==> src/rtl/psum_pkg.sv <==
// ----------------------------------------------------------------------------
// psum_pkg
// Shared constants and types for the prime sum block.
// ----------------------------------------------------------------------------
`default_nettype none

package psum_pkg;

    // default width of the limit n
    localparam int DEF_VALUE_BITS = 12;

    // width of the result field and its saturation value
    localparam int               SUM_BITS = 21;
    localparam logic [SUM_BITS-1:0] SUM_MAX  = {SUM_BITS{1'b1}};

    // status returned by the remainder unit
    typedef struct packed {
        logic done;   // one-cycle pulse, remainder is ready
        logic zero;   // remainder was zero (divisor divides dividend)
    } t_rem_stat;

endpackage

`default_nettype wire

==> src/rtl/prime_sum_up_to_n.sv <==
// ----------------------------------------------------------------------------
// prime_sum_up_to_n
// Sum of all primes p with 2 <= p <= n, by trial division.
//
//   channel  dir  handshake               payload
//   in       in   i_in_valid / o_in_stall  i_n          [VALUE_BITS-1:0]
//   out      out  o_out_valid / i_out_stall o_prime_sum [20:0]
//
// One beat in gives one beat out. Each candidate m, from n down to 2, is
// trial-divided by d from 2 upward while d*d <= m in the bit-serial
// remainder unit, stopping at the first d that divides m; a prime then
// takes a closing square test and the add into the sum.
// Reset is synchronous, active low; it idles the sequencer and empties the
// output register. The input is stalled while an item is in work; a new
// beat is taken while a finished result still waits in the output register.
// ----------------------------------------------------------------------------
`default_nettype none

module prime_sum_up_to_n
    import psum_pkg::*;
#(
    parameter int VALUE_BITS = DEF_VALUE_BITS
) (
    input  wire logic                  i_clk,
    input  wire logic                  i_rst_n,
    input  wire logic                  i_in_valid,
    output      logic                  o_in_stall,
    input  wire logic [VALUE_BITS-1:0] i_n,
    output      logic                  o_out_valid,
    input  wire logic                  i_out_stall,
    output      logic [SUM_BITS-1:0]   o_prime_sum
);

    logic                ctl_idle;
    logic                ctl_res_valid;
    logic [SUM_BITS-1:0] ctl_sum;
    logic                res_take;
    logic                in_start;

    logic                r_out_valid;
    logic [SUM_BITS-1:0] r_out_sum;

    assign o_in_stall = !ctl_idle;
    assign in_start   = i_in_valid && ctl_idle;
    // result moves into the output register when it is empty or draining
    assign res_take   = ctl_res_valid && (!r_out_valid || !i_out_stall);

    psum_ctl #(
        .VALUE_BITS (VALUE_BITS)
    ) u_ctl (
        .i_clk       (i_clk),
        .i_rst_n     (i_rst_n),
        .i_start     (in_start),
        .i_limit     (i_n),
        .i_res_take  (res_take),
        .o_idle      (ctl_idle),
        .o_res_valid (ctl_res_valid),
        .o_sum       (ctl_sum)
    );

    // output register
    always_ff @(posedge i_clk) begin
        if (!i_rst_n) begin
            r_out_valid <= 1'b0;
        end else if (res_take) begin
            r_out_valid <= 1'b1;
        end else if (!i_out_stall) begin
            r_out_valid <= 1'b0;
        end
    end

    always_ff @(posedge i_clk) begin
        if (res_take) begin
            r_out_sum <= ctl_sum;
        end
    end

    assign o_out_valid = r_out_valid;
    assign o_prime_sum = r_out_sum;

    // a result is only handed over while the sequencer is busy with it
    a_take_not_idle: assert property (@(posedge i_clk) disable iff (!i_rst_n)
        res_take |-> !ctl_idle)
        else $error("result taken from idle sequencer");

    // an accepted input always starts the sequencer
    a_start_leaves_idle: assert property (@(posedge i_clk) disable iff (!i_rst_n)
        in_start |=> !ctl_idle)
        else $error("accepted beat did not start work");

    // a taken result fills the output register
    a_take_fills: assert property (@(posedge i_clk) disable iff (!i_rst_n)
        res_take |=> r_out_valid && (r_out_sum == $past(ctl_sum)))
        else $error("result lost on the way to the output");

endmodule

`default_nettype wire

==> src/rtl/psum_rem.sv <==
// ----------------------------------------------------------------------------
// psum_rem
// Shared restoring remainder unit: one dividend bit per cycle.
// ----------------------------------------------------------------------------
`default_nettype none

module psum_rem
    import psum_pkg::*;
#(
    parameter int VALUE_BITS = DEF_VALUE_BITS,
    parameter int D_BITS     = (VALUE_BITS + 1) / 2 + 1
) (
    input  wire logic                  i_clk,
    input  wire logic                  i_rst_n,
    input  wire logic                  i_start,
    input  wire logic [VALUE_BITS-1:0] i_dividend,
    input  wire logic [D_BITS-1:0]     i_divisor,
    output      t_rem_stat             o_stat
);

    localparam int CNT_BITS = $clog2(VALUE_BITS);

    logic                  r_busy;
    logic [CNT_BITS-1:0]   r_cnt;
    logic [VALUE_BITS-1:0] r_shift;
    logic [D_BITS-1:0]     r_div;
    logic [D_BITS-1:0]     r_rem;
    logic                  r_done;
    logic                  r_zero;

    logic [D_BITS:0]       n_trial;
    logic [D_BITS-1:0]     n_rem;

    // one restoring step: bring down the next bit, subtract if it fits
    always_comb begin
        n_trial = {r_rem, r_shift[VALUE_BITS-1]};
        if (n_trial >= {1'b0, r_div}) begin
            n_rem = D_BITS'(n_trial - {1'b0, r_div});
        end else begin
            n_rem = n_trial[D_BITS-1:0];
        end
    end

    // iteration control
    always_ff @(posedge i_clk) begin
        if (!i_rst_n) begin
            r_busy <= 1'b0;
            r_done <= 1'b0;
        end else begin
            r_done <= 1'b0;
            if (i_start) begin
                r_busy <= 1'b1;
            end else if (r_busy && r_cnt == '0) begin
                r_busy <= 1'b0;
                r_done <= 1'b1;
            end
        end
    end

    // datapath, no reset needed
    always_ff @(posedge i_clk) begin
        if (i_start) begin
            r_shift <= i_dividend;
            r_div   <= i_divisor;
            r_rem   <= '0;
            r_cnt   <= CNT_BITS'(VALUE_BITS - 1);
        end else if (r_busy) begin
            r_shift <= {r_shift[VALUE_BITS-2:0], 1'b0};
            r_rem   <= n_rem;
            r_cnt   <= r_cnt - 1'b1;
            if (r_cnt == '0) begin
                r_zero <= (n_rem == '0);
            end
        end
    end

    assign o_stat.done = r_done;
    assign o_stat.zero = r_zero;

    // a new divide never starts over a running one
    a_no_restart: assert property (@(posedge i_clk) disable iff (!i_rst_n)
        r_busy |-> !i_start)
        else $error("remainder unit restarted while busy");

    // done follows the last step of a run
    a_done_after_busy: assert property (@(posedge i_clk) disable iff (!i_rst_n)
        r_done |-> $past(r_busy))
        else $error("remainder done without a run");

    // partial remainder always stays below the divisor
    a_rem_bound: assert property (@(posedge i_clk) disable iff (!i_rst_n)
        r_busy && r_cnt != CNT_BITS'(VALUE_BITS - 1) |-> r_rem < r_div)
        else $error("partial remainder out of range");

endmodule

`default_nettype wire

==> src/rtl/psum_ctl.sv <==
// ----------------------------------------------------------------------------
// psum_ctl
// Sequencer: walks candidates from n down to 2, trial-divides each one
// through the shared remainder unit and accumulates the primes into a saturating sum.
// ----------------------------------------------------------------------------
`default_nettype none

module psum_ctl
    import psum_pkg::*;
#(
    parameter int VALUE_BITS = DEF_VALUE_BITS
) (
    input  wire logic                  i_clk,
    input  wire logic                  i_rst_n,
    input  wire logic                  i_start,
    input  wire logic [VALUE_BITS-1:0] i_limit,
    input  wire logic                  i_res_take,
    output      logic                  o_idle,
    output      logic                  o_res_valid,
    output      logic [SUM_BITS-1:0]   o_sum
);

    // divisor never passes 2^ceil(VALUE_BITS/2); its square stays below 2^(VALUE_BITS+1)
    localparam int D_BITS  = (VALUE_BITS + 1) / 2 + 1;
    localparam int SQ_BITS = VALUE_BITS + 1;

    typedef enum logic [2:0] {
        S_IDLE,
        S_CAND,
        S_TEST,
        S_WAIT,
        S_ADD,
        S_FIN
    } t_state;

    t_state                r_state;
    logic [VALUE_BITS-1:0] r_m;
    logic [D_BITS-1:0]     r_d;
    logic [SQ_BITS-1:0]    r_sq;
    logic [SUM_BITS-1:0]   r_sum;

    logic                  rem_start;
    t_rem_stat             rem_stat;
    logic                  sq_over;
    logic [SUM_BITS:0]     n_sum;

    // shared remainder unit: r_m mod r_d
    psum_rem #(
        .VALUE_BITS (VALUE_BITS),
        .D_BITS     (D_BITS)
    ) u_rem (
        .i_clk      (i_clk),
        .i_rst_n    (i_rst_n),
        .i_start    (rem_start),
        .i_dividend (r_m),
        .i_divisor  (r_d),
        .o_stat     (rem_stat)
    );

    // d*d > m ends the trial loop: candidate is prime
    assign sq_over   = r_sq > SQ_BITS'(r_m);
    assign rem_start = (r_state == S_TEST) && !sq_over;
    assign n_sum     = {1'b0, r_sum} + (SUM_BITS + 1)'(r_m);

    // sequencer
    always_ff @(posedge i_clk) begin
        if (!i_rst_n) begin
            r_state <= S_IDLE;
        end else begin
            unique case (r_state)
                S_IDLE: begin
                    if (i_start) begin
                        r_m     <= i_limit;
                        r_sum   <= '0;
                        r_state <= S_CAND;
                    end
                end
                S_CAND: begin
                    if (r_m < VALUE_BITS'(2)) begin
                        r_state <= S_FIN;
                    end else begin
                        r_d     <= D_BITS'(2);
                        r_sq    <= SQ_BITS'(4);
                        r_state <= S_TEST;
                    end
                end
                S_TEST: begin
                    if (sq_over) begin
                        r_state <= S_ADD;
                    end else begin
                        r_state <= S_WAIT;
                    end
                end
                S_WAIT: begin
                    if (rem_stat.done) begin
                        if (rem_stat.zero) begin
                            // composite, move to the next candidate
                            r_m     <= r_m - 1'b1;
                            r_state <= S_CAND;
                        end else begin
                            // (d+1)^2 = d^2 + 2d + 1
                            r_sq    <= r_sq + SQ_BITS'({r_d, 1'b0}) + 1'b1;
                            r_d     <= r_d + 1'b1;
                            r_state <= S_TEST;
                        end
                    end
                end
                S_ADD: begin
                    if (n_sum > {1'b0, SUM_MAX}) begin
                        r_sum   <= SUM_MAX;
                        r_state <= S_FIN;
                    end else begin
                        r_sum   <= n_sum[SUM_BITS-1:0];
                        r_m     <= r_m - 1'b1;
                        r_state <= S_CAND;
                    end
                end
                S_FIN: begin
                    if (i_res_take) begin
                        r_state <= S_IDLE;
                    end
                end
                default: begin
                    r_state <= S_IDLE;
                end
            endcase
        end
    end

    assign o_idle      = (r_state == S_IDLE);
    assign o_res_valid = (r_state == S_FIN);
    assign o_sum       = r_sum;

    // a trial division only runs while d*d <= m
    a_trial_bound: assert property (@(posedge i_clk) disable iff (!i_rst_n)
        r_state == S_WAIT |-> (r_sq <= SQ_BITS'(r_m)) && (r_d >= D_BITS'(2)))
        else $error("trial divisor out of range");

    // remainder results only arrive while waiting for them
    a_done_in_wait: assert property (@(posedge i_clk) disable iff (!i_rst_n)
        rem_stat.done |-> r_state == S_WAIT)
        else $error("unexpected remainder result");

    // a candidate below two ends the walk
    a_walk_end: assert property (@(posedge i_clk) disable iff (!i_rst_n)
        r_state == S_CAND && r_m < VALUE_BITS'(2) |=> r_state == S_FIN)
        else $error("candidate walk did not end");

endmodule

`default_nettype wire

==> config.mk <==
export PLATFORM = sky130hd
export DESIGN_NAME = prime_sum_up_to_n
export DESIGN_NICKNAME = d
export VERILOG_FILES = /design/src/rtl/psum_pkg.sv /design/src/rtl/prime_sum_up_to_n.sv /design/src/rtl/psum_rem.sv /design/src/rtl/psum_ctl.sv
export SDC_FILE = /design/constraint.sdc
export NUM_CORES = 1
export LEC_CHECK = 0
export ABC_AREA = 1
export BUFFER_PORTS_ARGS = -buffer_cell sky130_fd_sc_hd__buf_2
export CAP_MARGIN = 15
export CORE_MARGIN = 5
export CORE_UTILIZATION = 34
export CTS_CLUSTER_DIAMETER = 60
export CTS_CLUSTER_SIZE = 28
export DETAILED_ROUTE_END_ITERATION = 10
export PLACE_DENSITY = 0.59
export SLEW_MARGIN = 20
export SYNTH_ARGS = -nofsm -noshare
export SYNTH_HDL_FRONTEND = slang
export SYNTH_SLANG_ARGS = --single-unit
==> constraint.sdc <==
create_clock -name i_clk -period 2.35 [get_ports i_clk]
set_input_delay 0.3525 -clock i_clk [delete_from_list [all_inputs] [get_ports i_clk]]
set_output_delay 0.3525 -clock i_clk [all_outputs]
set_load 0.02 [all_outputs]
After elaboration in Yosys (flattened, before gate mapping)

Cells that the tools add are included.

Flip-flop bits (word level): 111
Output and inout port bits: 23
Logic and storage cells: 95

Add/subtract/negate cells: 7
Muxes and demuxes: 32
Reduce and logical (&&, ||, !) cells: 23
Bitwise operators: 2
$lt $le $gt $ge: 4
Eq/ne operators: 13

Operators by type and width:

| operator                                                        | count |
|---|---|
| two-way mux 12 bit                                              | 6 |
| two-way mux 21 bit                                              | 2 |
| case mux 21 bit (2 select lines)                                | 1 |
| two-way mux 13 bit                                              | 3 |
| case mux 12 bit (3 select lines)                                | 1 |
| two-way mux 7 bit                                               | 4 |
| case mux 13 bit (2 select lines)                                | 1 |
| adder 21 x 12 -> 22 bit                                         | 1 |
| greater-than comparator 22 x 21 -> 1 bit, second input constant | 1 |
| two-way mux 3 bit                                               | 6 |
| case mux 3 bit (6 select lines)                                 | 1 |
| case mux 7 bit (2 select lines)                                 | 1 |
| adder 13 x 1 -> 13 bit, second input constant                   | 1 |
| adder 13 x 8 -> 13 bit                                          | 1 |
| greater-than comparator 13 x 12 -> 1 bit                        | 1 |
| less-than comparator 12 x 2 -> 1 bit, second input constant     | 1 |
| subtractor 12 x 1 -> 12 bit, second input constant              | 1 |
| inequality test 2 bit, second input constant                    | 5 |
| AND reduction 3 bit                                             | 3 |
| >= comparator 8 x 7 -> 1 bit                                    | 1 |
| nonzero test 2 bit                                              | 4 |
| adder 7 x 1 -> 7 bit, second input constant                     | 1 |
| zero test 7 bit                                                 | 1 |
| subtractor 7 bit                                                | 1 |
| 17 further kinds                                                | 32 |

Depth between registers and ports, before layout

Depth after elaboration: 5
Mapped depth: 13
Gate-level depth less buffers: 13

Hierarchy

From an unflattened synthesis, not the netlist that was laid out.

Cells, all modules: 776
Area total of the unflattened synthesis: 6590.1 um^2

Modules (own cells, without submodules):

| module            | seq. area each (um^2) | area an instance (um^2) | times used | cells each |
|---|---|---|---|---|
| psum_ctl          | 1651.6                | 4209.0                  | 1          | 548 |
| psum_rem          | 860.8                 | 1694.1                  | 1          | 198 |
| prime_sum_up_to_n | 650.6                 | 686.9                   | 1          | 30 |

Worst setup path after synthesis

OpenSTA, ideal clock, no wires.

Path type: register -> register
Start: reg u_ctl.r_m[8]
End: reg u_ctl.r_m[0], enable pin
Setup time: 0.344 ns
Required time: 2.006 ns
Cell stages (with the launch flop): 11
Period minus slack after synthesis: 2.094 ns
Buffers on the path: 0
Data arrival time: 1.750 ns
Path slack: 0.256 ns
Cells stage by stage: edfxtp_1 -> ha_1 -> a21oi_1 -> nand2_1 -> nand2_1 -> nand2_1 -> inv_1 -> nand2_2 -> nand2_1 -> o21ai_0 -> inv_1

Longest elaborated chain between the ends: 4

RTL lines:

| item                                     | RTL line        | RTL |
|---|---|---|
| start, declared                          | psum_ctl.sv:37  | `logic [VALUE_BITS-1:0] r_m;` |
| start signal, assigned                   | psum_ctl.sv:73  | `r_m <= i_limit;` |
| start signal, assigned                   | psum_ctl.sv:98  | `r_m <= r_m - 1'b1;` |
| start signal, assigned                   | psum_ctl.sv:114 | `r_m <= r_m - 1'b1;` |
| adder 21 x 12 -> 22 bit                  | psum_ctl.sv:63  | `assign n_sum = {1'b0, r_sum} + (SUM_BITS + 1)'(r_m);` |
| greater-than comparator 22 x 21 -> 1 bit | psum_ctl.sv:109 | `if (n_sum > {1'b0, SUM_MAX}) begin` |
| inequality test 2 bit (no source line)   | --              |  |
| AND reduction 6 bit (no source line)     | --              |  |

No other way between the ends.
A chain may end at the register's enable or synchronous reset.

Worst setup path after layout

Start: reg u_ctl.r_m[0]
End: reg u_ctl.r_sum[18], in the netlist u_ctl.o_sum[18], data pin

Longest elaborated chain between the ends: 4

RTL lines:

| item                                     | RTL line        | RTL |
|---|---|---|
| adder 21 x 12 -> 22 bit (*)              | psum_ctl.sv:63  |  |
| greater-than comparator 22 x 21 -> 1 bit | psum_ctl.sv:109 |  |
| two-way mux 21 bit (*)                   | psum_ctl.sv:109 |  |
| case mux 21 bit (2 select lines) (*)     | psum_ctl.sv:70  | `unique case (r_state)` |
| end signal, assigned                     | psum_ctl.sv:113 | `r_sum <= n_sum[SUM_BITS-1:0];` |
| end, declared                            | psum_ctl.sv:40  | `logic [SUM_BITS-1:0] r_sum;` |

Mark *: on every way between the ends. The rest lies on a longest branch, timed or not.

==> results.yml <==
final_layout:
  syn_to_final_growth_pct: 16.9
  fillers: 1946
  multi_input_area_um2: 2930
  nets: 914
  instances_no_fill: 1119
  final_area_um2: 7650
  ff_latch_area_um2: 3160
  drive_above_1_share: 0.123
  antenna_cells: 0
clock_tree:
  clkSlewWorstSetupHoldPaths_ns: 0.07
  h-tree-depth: 3
  cts_buffer_depth: 2
  root_buffer: "clkbuf_16"
  cts_buffers: 9
  clk_latency_ns: 0.36
  cts_tree: "done"
  cts_num_sinks: 111
worst_setup_path:
  startpoint_type: "register"
  crit_arrival_ns: 2.29
  path_max_fanout: 4
  end_kind: "register"
  cp.required_ns: 2.46
  path_cells: "ha_1 -> inv_1 -> fa_1 -> nor2_1 -> nand2_1 -> nand3_1 -> nand2_1 -> nand2_2 -> nand2_1 -> nand2_1 -> nand2_1 -> nor2_1 -> nor2_1"
  slowest_delay_ns: 0.42
  regToRegEndpoint: "u_ctl.o_sum[18]$_SDFFCE_PP0P_"
  rrSetupSlack_ns: 0.17
  critPathTopFamily: "simple AND/OR/NAND/NOR gates"
  path_class: "register to register"
  critPathMostFrequentCell: "nand2_1"
  critPathSlowestCell: "fa_1"
  ff2ff_path_depth: 13
  worst-path-stages: 13
  path_buf_inv: 1
  reg2reg_from: "u_ctl.r_m[0]$_DFFE_PP_"
outcome:
  outcome: "finished clean"
power_and_ir_drop:
  peakVddDrop_mv: 0.367
  p_leak_uw: 0.00342
  power.density_nw_per_um2: 809
synth:
  synth_area_leaders: "edfxtp_1 (43%), nand2_1 (11%), ha_1 (7.8%)"
  yosysMostFrequentCell: "nand2_1"
  ys_seq_elements: 111
  seq_area_frac_synth: 0.483
  synth_ff_type: "edfxtp_1"
  async_flop_share: 0
  yosys_warnings: 0
  synth_nets: 840
  avgSynthCellArea_um2: 8.39
  yosys-top-cells-count: "nand2_1 (185), inv_1 (109), nor2_1 (95)"
  synth.largest_area_cell: "edfxtp_1"
  synthCells: 780
  post_synth_instance_area_um2: 6540
  netlist.area_leader.share: 0.431
  synth_cell_types: 39
  synth_edf_count: 94
die:
  coreArea_um2: 18800
  die_x_um: 149
  io_pins: 39
  core.rowCount: 50
  die-area_um2: 22100
  fp.dieH_um: 149
  initial_utilization: 0.348
detailed_routing:
  ant_nets: 0
  num_vias: 5252
  vias_per_cell: 4.69
  drt_first_pass_iters: 5
  routed_wl_mm: 15.4
  wire_per_inst_um: 13.8
  drc: 0
  drt_iter0_drc: 428
timing:
  slew_headroom: 0.629
  timing.final.crit_share: 0.928
  max_slew.worst_pin.slew_ns: 0.552
  timing.fmax_mhz: 459
  setup_tns_ns: 0
  setup_violations: 0
  maxSlewViolCount: 0
  finalHoldViolCount: 0
  fin_skew_ns: 0.00877
  rsz0062_at_grt: "false"
  final.min_clock_period_ns: 2.18
grt:
  grt_max_degree: 22
  grt_pass1_vias: 4822
  antenna_found_initial: 0
  grt_pass1_wl_mm: 24.8
  track_usage: 0.141
  grt-ovfl-total: 0
place:
  gp_congestion: 0.881
  placed_area_um2: 7280
  port_buffers: 38
  dp_hpwl_mm: 11.9
  dp.cells: 1101
hold_path:
  worstHoldStart: "i_rst_n"
  hold_path_end: "u_ctl.u_rem.r_busy$_SDFFE_PN0P_"
  hold_depth: 3
  hold_path.class: "input pin to register"
job:
  cap_violations: 0
## per-stage QoR
stage | setup WS, ns | power (uW) | hold slack (ns) | util
floorplan | 0.256 | 3980 | 0.433 | -
global placement | 0.0985 | 4540 | 0.437 | 0.387
detailed placement | 0.101 | 4550 | 0.448 | 0.387
CTS | 0.0840 | 6230 | 0.274 | 0.404
global route | 0.00526 | 6630 | 0.278 | 0.406
finish | 0.170 | 6190 | 0.283 | 0.406
## sequential cells by signal (all words and copies together) (netlist names)
name and count:
u_ctl.u_rem.r_cnt 4, u_ctl.r_sq 13, u_ctl.r_m 12, u_ctl.u_rem.r_div 7
u_ctl.u_rem.r_done 1, u_ctl.r_d 7, o_out_valid 1, u_ctl.u_rem.r_rem 7
u_ctl.u_rem.r_busy 1, u_ctl.r_state 3, u_ctl.u_rem.r_zero 1, u_ctl.u_rem.r_shift 12
u_ctl.o_sum 21, o_prime_sum 21
## how the worst max path moves through the flow
stage,endpoint,start,slack [ns]
after CTS,u_ctl.r_m[0]$_DFFE_PP_,u_ctl.r_m[6]$_DFFE_PP_,0.08
after detailed placement,u_ctl.r_m[0]$_DFFE_PP_,u_ctl.r_m[6]$_DFFE_PP_,0.10
after global placement,u_ctl.r_m[3]$_DFFE_PP_,u_ctl.r_m[6]$_DFFE_PP_,0.1
after floorplan,u_ctl.r_m[0]$_DFFE_PP_,u_ctl.r_m[8]$_DFFE_PP_,0.26
final,u_ctl.o_sum[18]$_SDFFCE_PP0P_,u_ctl.r_m[0]$_DFFE_PP_,0.17
after global routing,u_ctl.o_sum[18]$_SDFFCE_PP0P_,u_ctl.r_m[0]$_DFFE_PP_,0.005
## layout by cell type (no fill, tap or decap), types with 3 or more instances in the layout
master     synthesis  layout
nand3_1           38      37
inv_1            109     106
o21ai_0           54      54
xor2_1            10      10
nand4_1           10      10
buf_2              5      38
nor2_1            95      94
fa_1               3       3
inv_2              2       4
nand2_1          185     184
nor3_1            15      15
xnor2_1            9       9
edfxtp_1          94      94
nor4_1             3       3
nand2_2            3       3
buf_12             0       3
buf_4              0      30
dfxtp_1           17      17
o21bai_1           3       3
ha_1              41      41
a31oi_1            8       8
a21oi_1           51      50
clkbuf_16          0       9
## area by class of cell
cell class              instances  share of cell area
inverters                     113              0.0559
flip-flops and latches        111               0.413
multi-input cells             547               0.383
repair buffers                 72              0.0636
well taps                     260              0.0425
clock inverters                 6              0.0119
clock buffers                  10              0.0299
## kinds of logic after synthesis
| group | count (synthesis) | synth area share |
|---|---|---|
| buffers and inverters | 122 | 0.0721 |
| AOI/OAI and AO/OA | 126 | 0.103 |
| xor gates and xnor gates | 19 | 0.0254 |
| DFF | 111 | 0.483 |
| and+or+nand+nor | 358 | 0.229 |
| adders and majority gates | 44 | 0.0876 |
## timing repair
item                       4_1_cts  5_1_grt
buffers inserted                 0        2
resized for setup                0        7
hold buffers                     0        0
setup endpoints to repair        0       43
## where the power goes
group	leakage [uW]	internal (uW)	total, uW	switching [uW]
sequential	0.00101	2400	2580	177
combinational	0.00226	761	1950	1190
clock	0.000157	943	1660	714
total	0.00342	4100	6190	2080
## per-layer routing
metal	wire (um)	part of all wire	vias to the layer above	global-route usage
li1	-	-	2757	-
met1	7890	0.51	2397	0.206
met2	6760	0.44	82	0.214
met3	548	0.035	16	0.0277
met4	245	0.016	0	0.0430
met5	0	0	-	0
## tightest hold or removal path, delay by kind of cell
| family | cells | cell delay, ns |
|---|---|---|
| buf+inv | 2 | 0.17 |
| simple gates | 1 | 0.08 |
Power figures use the tool's default switching activity.
